$ cat config.mk
export PLATFORM = sky130hd
export DESIGN_NAME = iee_ctrl
export DESIGN_NICKNAME = d
export VERILOG_FILES = /design/src/rtl/iee_pkg.sv /design/src/rtl/iee_ctrl.sv
export SDC_FILE = /design/constraint.sdc
export NUM_CORES = 1
export LEC_CHECK = 0
export BUFFER_PORTS_ARGS = -buffer_cell sky130_fd_sc_hd__buf_2
export CAP_MARGIN = 20
export CORE_MARGIN = 2
export CORE_UTILIZATION = 35
export DETAILED_ROUTE_END_ITERATION = 8
export MAX_ROUTING_LAYER = met4
export SLEW_MARGIN = 15
export SYNTH_ARGS = -nofsm -noshare
export SYNTH_HDL_FRONTEND = slang
export SYNTH_SLANG_ARGS = --single-unit
$ cat constraint.sdc
create_clock -name clk -period 1.6 [get_ports clk]
set_input_delay 0.08 -clock clk [delete_from_list [all_inputs] [get_ports clk]]
set_output_delay 0.08 -clock clk [all_outputs]
set_load 0.02 [all_outputs]
$ cat src/rtl/iee_pkg.sv
// Shared types and constants of the integer expression evaluator.
`timescale 1ns / 1ps
`default_nettype none
package iee_pkg;

  localparam int DIV_STEPS = 32;

  localparam logic [6:0] CH_LPAR  = 7'h28;
  localparam logic [6:0] CH_RPAR  = 7'h29;
  localparam logic [6:0] CH_MINUS = 7'h2D;
  localparam logic [6:0] CH_PLUS  = 7'h2B;
  localparam logic [6:0] CH_STAR  = 7'h2A;
  localparam logic [6:0] CH_SLASH = 7'h2F;
  localparam logic [6:0] CH_PCT   = 7'h25;
  localparam logic [6:0] CH_SPACE = 7'h20;
  localparam logic [6:0] CH_TAB   = 7'h09;
  localparam logic [6:0] CH_ZERO  = 7'h30;
  localparam logic [6:0] CH_NINE  = 7'h39;

  typedef struct packed {
    logic [6:0] char_code;
    logic       end_of_line;
  } in_item_t;

  typedef struct packed {
    logic signed [31:0] value;
    logic               ok;
    logic [2:0]         error_code;
    logic [6:0]         error_position;
  } result_t;

  typedef enum logic [3:0] {
    OPR_NONE   = 4'd0,
    OPR_ADD    = 4'd1,
    OPR_SUB    = 4'd2,
    OPR_MUL    = 4'd3,
    OPR_DIV    = 4'd4,
    OPR_MOD    = 4'd5,
    OPR_PAR    = 4'd6,
    OPR_PARNEG = 4'd7
  } opr_t;

  typedef enum logic [2:0] {
    ERR_NONE       = 3'd0,
    ERR_EXP_NUMBER = 3'd1,
    ERR_EXP_RPAR   = 3'd2,
    ERR_DIV_ZERO   = 3'd3,
    ERR_UNEXPECTED = 3'd4,
    ERR_OVERFLOW   = 3'd5
  } err_code_t;

  typedef enum logic [3:0] {
    CC_WS, CC_DIGIT, CC_MINUS, CC_PLUS, CC_MUL, CC_DIV, CC_MOD, CC_LPAR, CC_RPAR, CC_OTHER
  } char_class_t;

  typedef enum logic [2:0] {
    PH_OPERAND, PH_NUMBER, PH_AFTER, PH_UNWIND, PH_DONE
  } phase_t;

  typedef enum logic [1:0] {
    CF_RET_NUMBER, CF_RET_RPAR, CF_RET_EOL
  } cf_ret_t;

  typedef enum logic [1:0] {
    RA_RET_OP, RA_RET_RPAR, RA_RET_EOL
  } ra_ret_t;

  typedef enum logic [4:0] {
    DP_NOP, DP_LATCH, DP_CHAR_INC, DP_NUM_FIRST, DP_NUM_DIGIT, DP_NEG_TOGGLE,
    DP_PUSH_PAR, DP_LOAD_NUM, DP_RD_OPR, DP_POP_LEFT, DP_POP_V, DP_DROP_OPR,
    DP_NEG_V, DP_MUL, DP_NEG_ONE, DP_DIV_START, DP_DIV_DONE, DP_PUSH_V,
    DP_PUSH_OP, DP_ADDSUB, DP_PDEC, DP_ERR, DP_SETPOS, DP_CLEAR, DP_FINISH
  } dp_op_t;

  typedef enum logic [4:0] {
    ST_IDLE, ST_DISPATCH, ST_CHAR_END, ST_UNWIND, ST_UNWIND_POS, ST_AFTER,
    ST_CF_READ, ST_CF_TOP, ST_CF_DROP, ST_CF_MUL, ST_CF_DIVCHK, ST_CF_DIVWAIT,
    ST_CF_PUSH, ST_CF_RET, ST_RA_READ, ST_RA_TOP, ST_RA_LEFT, ST_RA_DROP,
    ST_RA_CALC, ST_RA_PUSH, ST_RA_RET, ST_RP_READ, ST_RP_DROP, ST_RP_PDEC,
    ST_RP_POP, ST_RP_SIGN, ST_EOL_PHASE, ST_EOL_POP, ST_EOL_FIN
  } ctl_state_t;

  typedef struct packed {
    dp_op_t    op;
    err_code_t code;
    logic      pos_inc;
  } dp_cmd_t;

  typedef struct packed {
    char_class_t cls;
    logic        eol;
    logic        pos_ok;
    logic        pos_zero;
    opr_t        top_op;
    logic        opnd_full;
    logic        opnd_ge2;
    logic        opr_full;
    logic        paren_open;
    logic        v_zero;
    logic        v_neg_one;
    logic        div_done;
    logic        result_valid;
  } dp_status_t;

endpackage
`default_nettype wire

$ cat src/rtl/iee_ctrl.sv
// Controller: parse phase and the sequencer that drives the datapath.
`timescale 1ns / 1ps
`default_nettype none
module iee_ctrl (
  input  wire logic                clk,
  input  wire logic                rst,
  input  wire logic                item_valid,
  input  wire logic                item_eol,
  input  wire iee_pkg::dp_status_t status,
  output logic                     item_ready,
  output iee_pkg::dp_cmd_t         cmd
);

  iee_pkg::ctl_state_t state, state_next;
  iee_pkg::phase_t     phase, phase_next;
  iee_pkg::cf_ret_t    cf_ret, cf_ret_next;
  iee_pkg::ra_ret_t    ra_ret, ra_ret_next;
  iee_pkg::err_code_t  cf_err, cf_err_next;

  always_ff @(posedge clk) begin
    if (rst) begin
      state  <= iee_pkg::ST_IDLE;
      phase  <= iee_pkg::PH_OPERAND;
      cf_ret <= iee_pkg::CF_RET_NUMBER;
      ra_ret <= iee_pkg::RA_RET_OP;
      cf_err <= iee_pkg::ERR_NONE;
    end else begin
      state  <= state_next;
      phase  <= phase_next;
      cf_ret <= cf_ret_next;
      ra_ret <= ra_ret_next;
      cf_err <= cf_err_next;
    end
  end

  always_comb begin
    state_next  = state;
    phase_next  = phase;
    cf_ret_next = cf_ret;
    ra_ret_next = ra_ret;
    cf_err_next = cf_err;
    cmd.op      = iee_pkg::DP_NOP;
    cmd.code    = iee_pkg::ERR_NONE;
    cmd.pos_inc = 1'b0;
    item_ready  = (state == iee_pkg::ST_IDLE) && (!item_eol || !status.result_valid);

    case (state)
      iee_pkg::ST_IDLE: begin
        if (item_valid && item_ready) begin
          cmd.op     = iee_pkg::DP_LATCH;
          state_next = iee_pkg::ST_DISPATCH;
        end
      end

      iee_pkg::ST_DISPATCH: begin
        if (status.eol) begin
          if (status.pos_zero) begin
            cmd.op     = iee_pkg::DP_CLEAR;
            phase_next = iee_pkg::PH_OPERAND;
            state_next = iee_pkg::ST_IDLE;
          end else if (phase == iee_pkg::PH_NUMBER) begin
            cmd.op      = iee_pkg::DP_LOAD_NUM;
            cf_ret_next = iee_pkg::CF_RET_EOL;
            state_next  = iee_pkg::ST_CF_READ;
          end else begin
            state_next = iee_pkg::ST_EOL_PHASE;
          end
        end else if (!status.pos_ok) begin
          state_next = iee_pkg::ST_IDLE;
        end else begin
          state_next = iee_pkg::ST_CHAR_END;
          case (phase)
            iee_pkg::PH_OPERAND: begin
              case (status.cls)
                iee_pkg::CC_WS: ;
                iee_pkg::CC_MINUS: cmd.op = iee_pkg::DP_NEG_TOGGLE;
                iee_pkg::CC_LPAR: begin
                  if (status.opr_full) begin
                    cmd.op     = iee_pkg::DP_ERR;
                    cmd.code   = iee_pkg::ERR_OVERFLOW;
                    phase_next = iee_pkg::PH_DONE;
                  end else begin
                    cmd.op = iee_pkg::DP_PUSH_PAR;
                  end
                end
                iee_pkg::CC_DIGIT: begin
                  cmd.op     = iee_pkg::DP_NUM_FIRST;
                  phase_next = iee_pkg::PH_NUMBER;
                end
                default: begin
                  cmd.op     = iee_pkg::DP_ERR;
                  cmd.code   = iee_pkg::ERR_EXP_NUMBER;
                  phase_next = iee_pkg::PH_UNWIND;
                  state_next = iee_pkg::ST_UNWIND;
                end
              endcase
            end
            iee_pkg::PH_NUMBER: begin
              if (status.cls == iee_pkg::CC_DIGIT) begin
                cmd.op = iee_pkg::DP_NUM_DIGIT;
              end else begin
                cmd.op      = iee_pkg::DP_LOAD_NUM;
                cf_ret_next = iee_pkg::CF_RET_NUMBER;
                state_next  = iee_pkg::ST_CF_READ;
              end
            end
            iee_pkg::PH_AFTER:  state_next = iee_pkg::ST_AFTER;
            iee_pkg::PH_UNWIND: state_next = iee_pkg::ST_UNWIND;
            default: ;
          endcase
        end
      end

      iee_pkg::ST_UNWIND: begin
        if (status.cls == iee_pkg::CC_WS) begin
          cmd.op     = iee_pkg::DP_SETPOS;
          state_next = iee_pkg::ST_CHAR_END;
        end else if (status.cls == iee_pkg::CC_RPAR && status.paren_open) begin
          cmd.op     = iee_pkg::DP_PDEC;
          state_next = iee_pkg::ST_UNWIND_POS;
        end else begin
          phase_next = iee_pkg::PH_DONE;
          state_next = iee_pkg::ST_CHAR_END;
        end
      end

      iee_pkg::ST_UNWIND_POS: begin
        cmd.op     = iee_pkg::DP_SETPOS;
        state_next = iee_pkg::ST_CHAR_END;
      end

      iee_pkg::ST_CHAR_END: begin
        cmd.op     = iee_pkg::DP_CHAR_INC;
        state_next = iee_pkg::ST_IDLE;
      end

      iee_pkg::ST_AFTER: begin
        state_next = iee_pkg::ST_CHAR_END;
        case (status.cls)
          iee_pkg::CC_WS: ;
          iee_pkg::CC_MUL, iee_pkg::CC_DIV, iee_pkg::CC_MOD: begin
            if (status.opr_full) begin
              cmd.op     = iee_pkg::DP_ERR;
              cmd.code   = iee_pkg::ERR_OVERFLOW;
              phase_next = iee_pkg::PH_DONE;
            end else begin
              cmd.op     = iee_pkg::DP_PUSH_OP;
              phase_next = iee_pkg::PH_OPERAND;
            end
          end
          iee_pkg::CC_PLUS, iee_pkg::CC_MINUS: begin
            ra_ret_next = iee_pkg::RA_RET_OP;
            state_next  = iee_pkg::ST_RA_READ;
          end
          default: begin
            if (status.cls == iee_pkg::CC_RPAR && status.paren_open) begin
              ra_ret_next = iee_pkg::RA_RET_RPAR;
              state_next  = iee_pkg::ST_RA_READ;
            end else begin
              cmd.op     = iee_pkg::DP_ERR;
              cmd.code   = (status.paren_open && status.cls != iee_pkg::CC_RPAR)
                           ? iee_pkg::ERR_EXP_RPAR : iee_pkg::ERR_UNEXPECTED;
              phase_next = iee_pkg::PH_DONE;
            end
          end
        endcase
      end

      iee_pkg::ST_CF_READ: begin
        cmd.op     = iee_pkg::DP_RD_OPR;
        state_next = iee_pkg::ST_CF_TOP;
      end

      iee_pkg::ST_CF_TOP: begin
        if (status.top_op == iee_pkg::OPR_MUL || status.top_op == iee_pkg::OPR_DIV ||
            status.top_op == iee_pkg::OPR_MOD) begin
          cmd.op     = iee_pkg::DP_POP_LEFT;
          state_next = iee_pkg::ST_CF_DROP;
        end else begin
          state_next = iee_pkg::ST_CF_PUSH;
        end
      end

      iee_pkg::ST_CF_DROP: begin
        cmd.op     = iee_pkg::DP_DROP_OPR;
        state_next = (status.top_op == iee_pkg::OPR_MUL) ? iee_pkg::ST_CF_MUL
                                                         : iee_pkg::ST_CF_DIVCHK;
      end

      iee_pkg::ST_CF_MUL: begin
        cmd.op     = iee_pkg::DP_MUL;
        state_next = iee_pkg::ST_CF_PUSH;
      end

      iee_pkg::ST_CF_DIVCHK: begin
        if (status.v_zero) begin
          cf_err_next = iee_pkg::ERR_DIV_ZERO;
          state_next  = iee_pkg::ST_CF_RET;
        end else if (status.v_neg_one) begin
          cmd.op     = iee_pkg::DP_NEG_ONE;
          state_next = iee_pkg::ST_CF_PUSH;
        end else begin
          cmd.op     = iee_pkg::DP_DIV_START;
          state_next = iee_pkg::ST_CF_DIVWAIT;
        end
      end

      iee_pkg::ST_CF_DIVWAIT: begin
        if (status.div_done) begin
          cmd.op     = iee_pkg::DP_DIV_DONE;
          state_next = iee_pkg::ST_CF_PUSH;
        end
      end

      iee_pkg::ST_CF_PUSH: begin
        if (status.opnd_full) begin
          cf_err_next = iee_pkg::ERR_OVERFLOW;
        end else begin
          cmd.op      = iee_pkg::DP_PUSH_V;
          cf_err_next = iee_pkg::ERR_NONE;
        end
        state_next = iee_pkg::ST_CF_RET;
      end

      iee_pkg::ST_CF_RET: begin
        case (cf_ret)
          iee_pkg::CF_RET_NUMBER: begin
            case (cf_err)
              iee_pkg::ERR_DIV_ZERO: begin
                cmd.op     = iee_pkg::DP_ERR;
                cmd.code   = iee_pkg::ERR_DIV_ZERO;
                phase_next = iee_pkg::PH_UNWIND;
                state_next = iee_pkg::ST_UNWIND;
              end
              iee_pkg::ERR_OVERFLOW: begin
                cmd.op     = iee_pkg::DP_ERR;
                cmd.code   = iee_pkg::ERR_OVERFLOW;
                phase_next = iee_pkg::PH_DONE;
                state_next = iee_pkg::ST_CHAR_END;
              end
              default: begin
                phase_next = iee_pkg::PH_AFTER;
                state_next = iee_pkg::ST_AFTER;
              end
            endcase
          end
          iee_pkg::CF_RET_RPAR: begin
            state_next = iee_pkg::ST_CHAR_END;
            case (cf_err)
              iee_pkg::ERR_DIV_ZERO: begin
                cmd.op      = iee_pkg::DP_ERR;
                cmd.code    = iee_pkg::ERR_DIV_ZERO;
                cmd.pos_inc = 1'b1;
                phase_next  = iee_pkg::PH_UNWIND;
              end
              iee_pkg::ERR_OVERFLOW: begin
                cmd.op     = iee_pkg::DP_ERR;
                cmd.code   = iee_pkg::ERR_OVERFLOW;
                phase_next = iee_pkg::PH_DONE;
              end
              default: ;
            endcase
          end
          default: begin
            if (cf_err == iee_pkg::ERR_NONE) begin
              phase_next = iee_pkg::PH_AFTER;
              state_next = iee_pkg::ST_EOL_PHASE;
            end else begin
              cmd.op     = iee_pkg::DP_ERR;
              cmd.code   = cf_err;
              phase_next = iee_pkg::PH_DONE;
              state_next = iee_pkg::ST_EOL_FIN;
            end
          end
        endcase
      end

      iee_pkg::ST_RA_READ: begin
        cmd.op     = iee_pkg::DP_RD_OPR;
        state_next = iee_pkg::ST_RA_TOP;
      end

      iee_pkg::ST_RA_TOP: begin
        if ((status.top_op == iee_pkg::OPR_ADD || status.top_op == iee_pkg::OPR_SUB) &&
            status.opnd_ge2) begin
          cmd.op     = iee_pkg::DP_POP_V;
          state_next = iee_pkg::ST_RA_LEFT;
        end else begin
          state_next = iee_pkg::ST_RA_RET;
        end
      end

      iee_pkg::ST_RA_LEFT: begin
        cmd.op     = iee_pkg::DP_POP_LEFT;
        state_next = iee_pkg::ST_RA_DROP;
      end

      iee_pkg::ST_RA_DROP: begin
        cmd.op     = iee_pkg::DP_DROP_OPR;
        state_next = iee_pkg::ST_RA_CALC;
      end

      iee_pkg::ST_RA_CALC: begin
        cmd.op     = iee_pkg::DP_ADDSUB;
        state_next = iee_pkg::ST_RA_PUSH;
      end

      iee_pkg::ST_RA_PUSH: begin
        cmd.op     = iee_pkg::DP_PUSH_V;
        state_next = iee_pkg::ST_RA_RET;
      end

      iee_pkg::ST_RA_RET: begin
        case (ra_ret)
          iee_pkg::RA_RET_OP: begin
            state_next = iee_pkg::ST_CHAR_END;
            if (status.opr_full) begin
              cmd.op     = iee_pkg::DP_ERR;
              cmd.code   = iee_pkg::ERR_OVERFLOW;
              phase_next = iee_pkg::PH_DONE;
            end else begin
              cmd.op     = iee_pkg::DP_PUSH_OP;
              phase_next = iee_pkg::PH_OPERAND;
            end
          end
          iee_pkg::RA_RET_RPAR: state_next = iee_pkg::ST_RP_READ;
          default:              state_next = iee_pkg::ST_EOL_POP;
        endcase
      end

      iee_pkg::ST_RP_READ: begin
        cmd.op     = iee_pkg::DP_RD_OPR;
        state_next = iee_pkg::ST_RP_DROP;
      end

      iee_pkg::ST_RP_DROP: begin
        cmd.op     = iee_pkg::DP_DROP_OPR;
        state_next = iee_pkg::ST_RP_PDEC;
      end

      iee_pkg::ST_RP_PDEC: begin
        cmd.op     = iee_pkg::DP_PDEC;
        state_next = iee_pkg::ST_RP_POP;
      end

      iee_pkg::ST_RP_POP: begin
        cmd.op     = iee_pkg::DP_POP_V;
        state_next = iee_pkg::ST_RP_SIGN;
      end

      iee_pkg::ST_RP_SIGN: begin
        if (status.top_op == iee_pkg::OPR_PARNEG) begin
          cmd.op = iee_pkg::DP_NEG_V;
        end
        cf_ret_next = iee_pkg::CF_RET_RPAR;
        state_next  = iee_pkg::ST_CF_READ;
      end

      iee_pkg::ST_EOL_PHASE: begin
        case (phase)
          iee_pkg::PH_OPERAND: begin
            cmd.op     = iee_pkg::DP_ERR;
            cmd.code   = iee_pkg::ERR_EXP_NUMBER;
            phase_next = iee_pkg::PH_DONE;
            state_next = iee_pkg::ST_EOL_FIN;
          end
          iee_pkg::PH_AFTER: begin
            if (status.paren_open) begin
              cmd.op     = iee_pkg::DP_ERR;
              cmd.code   = iee_pkg::ERR_EXP_RPAR;
              phase_next = iee_pkg::PH_DONE;
              state_next = iee_pkg::ST_EOL_FIN;
            end else begin
              ra_ret_next = iee_pkg::RA_RET_EOL;
              state_next  = iee_pkg::ST_RA_READ;
            end
          end
          default: state_next = iee_pkg::ST_EOL_FIN;
        endcase
      end

      iee_pkg::ST_EOL_POP: begin
        cmd.op     = iee_pkg::DP_POP_V;
        state_next = iee_pkg::ST_EOL_FIN;
      end

      iee_pkg::ST_EOL_FIN: begin
        cmd.op     = iee_pkg::DP_FINISH;
        phase_next = iee_pkg::PH_OPERAND;
        state_next = iee_pkg::ST_IDLE;
      end

      default: state_next = iee_pkg::ST_IDLE;
    endcase
  end

endmodule
`default_nettype wire

==> results.ini <==
[layout]
insertedDiodeCount = 0
syn2layout_area_growth_pct = 81.7
fin_nets = 568
final_area_um2 = 4580
drive_above_1_share_pct = 56.4
fillers = 552
utilization_pct = 66.6

[routing]
via_per_inst = 5.85
drc = 0
first_pass_iters = 5
wl_per_cell_um = 19.0
drtAntennaViolNets = 0
vias = 3744
drt-initial-drc-count = 308
wl_um = 12200

[global_routing]
first_global_vias = 3553
overflow = 0
grt_use_total_pct = 31.5
antenna_found_initial = 0
grt_max_degree = 18
grt_pass1_wl_um = 18400

[setup_path]
r2r-end = phase[2]$_SDFFE_PP0P_
crit_type = reg2reg
critPathRequiredTime_ns = 1.75
endpoint = phase[2]$_SDFFE_PP0P_
reg2reg_depth = 9
critPathLaunchType = flop
r2r_slack_ns = -0.52
arrival_ns = 2.28
critPathMaxFanout = 6
worstSetupEndpointType = flop
critPathLaunch = state[2]$_SDFFE_PP0P_
r2r_start = state[2]$_SDFFE_PP0P_

[worst_hold_path]
hold_depth = 3
hold_class = in2reg

[synth]
ys_types = 78
yosysWarningCount = 0
synth_top_flop_cell = dfxtp_1
syn_nets = 392
async_reset_ff_share_pct = 0
syn-cell-area_um2 = 2520
synthesis.instances = 369
synth-edff-count = 0
ys_seq_area_share_pct = 11.9
ys_ff_latch = 15
avgSynthCellArea_um2 = 6.83

[clock_network]
cts_sinks = 15
clk_pin_slew_ns = 0.06
cts_hold_buf = 0
numCtsBuffers = 3
h-tree-depth = 1
cts_tree = yes
clock-root-buffer = clkbuf_8
clk_latency_ns = 0.25
cts_buffer_depth = 2

[pwr]
vdd.ir_drop.worst_v = 0.000567
power_density_nw_per_um2 = 1150
p_total_mw = 5.25
power.leakage_nw = 1.98

[timing]
fin_setup_tns_ns = -7.02
max-slew-margin-rel_pct = 59.8
worstMarginPinSlew_ns = 0.595
fin_crit_ns = 2.12
timing.final.crit_share_pct = 133
grt_setup_unrepaired = true
slew_violations = 0
hold_viol_final = 0
fmax_mhz = 471
setup_viol_count_final = 21
post-route-worst-setup-slack_ns = -0.524
fin_skew_ns = 0.00180

[floorplanning]
rows = 30
die_w_um = 88.8
dieArea_um2 = 7890
core_region_area_um2 = 6870
dieHeight_um = 88.8
initial_core_util_pct = 36.7
ioPinCount = 33

[placement]
placed_area_um2 = 3690
routabilityCongestion = 0.996
place_ws_ns = -0.475
portBuffers = 32
hpwl_um = 9100

[status]
violations = negative setup slack
outcome = finished with violations

[job]
maxCapViolCount = 0

-- worst min path at each step --
stage	start	endpoint
floorplan	rst	phase[2]$_SDFFE_PP0P_
global placement	status[7]	cf_err[2]$_SDFFE_PP0P_
finish	status[7]	cf_err[0]$_SDFFE_PP0P_
detailed placement	status[7]	cf_err[0]$_SDFFE_PP0P_
CTS	status[7]	cf_err[0]$_SDFFE_PP0P_
global route	status[7]	cf_err[2]$_SDFFE_PP0P_
-- state kept, by name, summed over array words and instances, names as in the netlist --
name    cells
cf_err      3
cf_ret      2
phase       3
ra_ret      2
state       5
-- area by class of cell --
type / instances / area (um^2) / share of cell area, %
timing repair buffer: 202 / 1630 / 35.6
inverter: 8 / 30.0 / 0.656
tap: 96 / 120 / 2.62
sequential: 15 / 324 / 7.08
multi-input combinational: 315 / 2430 / 53.0
clock buffer: 4 / 45.0 / 0.984
-- cell families after synthesis --
logic type | synth area share [%]
flops | 11.9
mux | 0.397
xor+xnor | 1.04
simple gates | 40.0
buf+inv | 9.49
compound gates | 37.1
-- worst max-delay path: stages, from the launching register on --
cell	delay, ns
dfxtp_4	0.38
buf_6	0.14
buf_6	0.11
buf_6	0.10
and2b_4	0.17
a22o_1	0.24
a22oi_2	0.21
nand4_4	0.19
buf_6	0.18
a2111oi_4	0.31
-- cell usage in the layout, fill, tap and decap left out, types with 6 or more instances in the layout --
| cell | netlist | final |
|---|---|---|
| dfxtp_1 | 15 | 6 |
| buf_6 | 8 | 31 |
| nand2b_1 | 9 | 7 |
| o21ai_1 | 1 | 9 |
| buf_2 | 14 | 22 |
| nor3_1 | 18 | 13 |
| nor2_1 | 42 | 32 |
| a21oi_1 | 31 | 23 |
| buf_4 | 4 | 144 |
| a31oi_1 | 9 | 7 |
| nor2b_1 | 11 | 7 |
| o211ai_1 | 6 | 6 |
| nand2_1 | 34 | 29 |
| a21oi_2 | 1 | 9 |
| o21ai_0 | 29 | 18 |
| nand3b_1 | 7 | 7 |
| inv_1 | 8 | 8 |
| nand3_1 | 9 | 6 |
| nor2_4 | 1 | 7 |
-- Yosys cell counts (4+ instances only) --
library cell,count,area (um^2)
nor2_1,42,158
or3_1,4,25.0
and2_1,5,31.3
a21oi_1,31,155
a32oi_1,4,35.0
buf_6,8,90.1
o211ai_1,6,45.0
buf_4,4,30.0
a31oi_1,9,56.3
a211oi_1,5,37.5
nand3_1,9,45.0
clkbuf_1,4,15.0
a221oi_1,4,35.0
buf_2,14,70.1
nor3_1,18,90.1
nor2b_1,11,68.8
nand2b_1,9,56.3
dfxtp_1,15,300
o22ai_1,6,37.5
nand3b_1,7,52.6
nand2_1,34,128
inv_1,8,30.0
o21ai_0,29,145
-- routing by layer --
metal | up-vias | routed length (um) | global-route usage [%]
met5 | - | 0 | -
met4 | 0 | 768 | 13.8
met3 | 62 | 815 | 2.71
met2 | 222 | 5650 | 52.3
met1 | 1726 | 4950 | 38.7
li1 | 1734 | - | -
-- power by group --
group	switching, mW	internal [mW]	leakage (nW)
Combinational	2.10	2.20	1.83
Sequential	0.178	0.461	0.127
Clock	0.141	0.177	0.0228
Total	2.42	2.84	1.98
-- per-stage QoR --
step,hold slack [ns],cells
finish,0.136,640
global route,0.149,640
CTS,0.140,629
detailed placement,0.405,610
global placement,0.391,610
floorplan,0.149,369
-- repair_timing --
action | CTS | global route
setup buffers | 17 | 12
pin swaps | 18 | 31
endpoints found under the setup margin | 25 | 22
gates cloned | 0 | 0
resized for setup | 97 | 67
(Power assumes the default switching activity.)
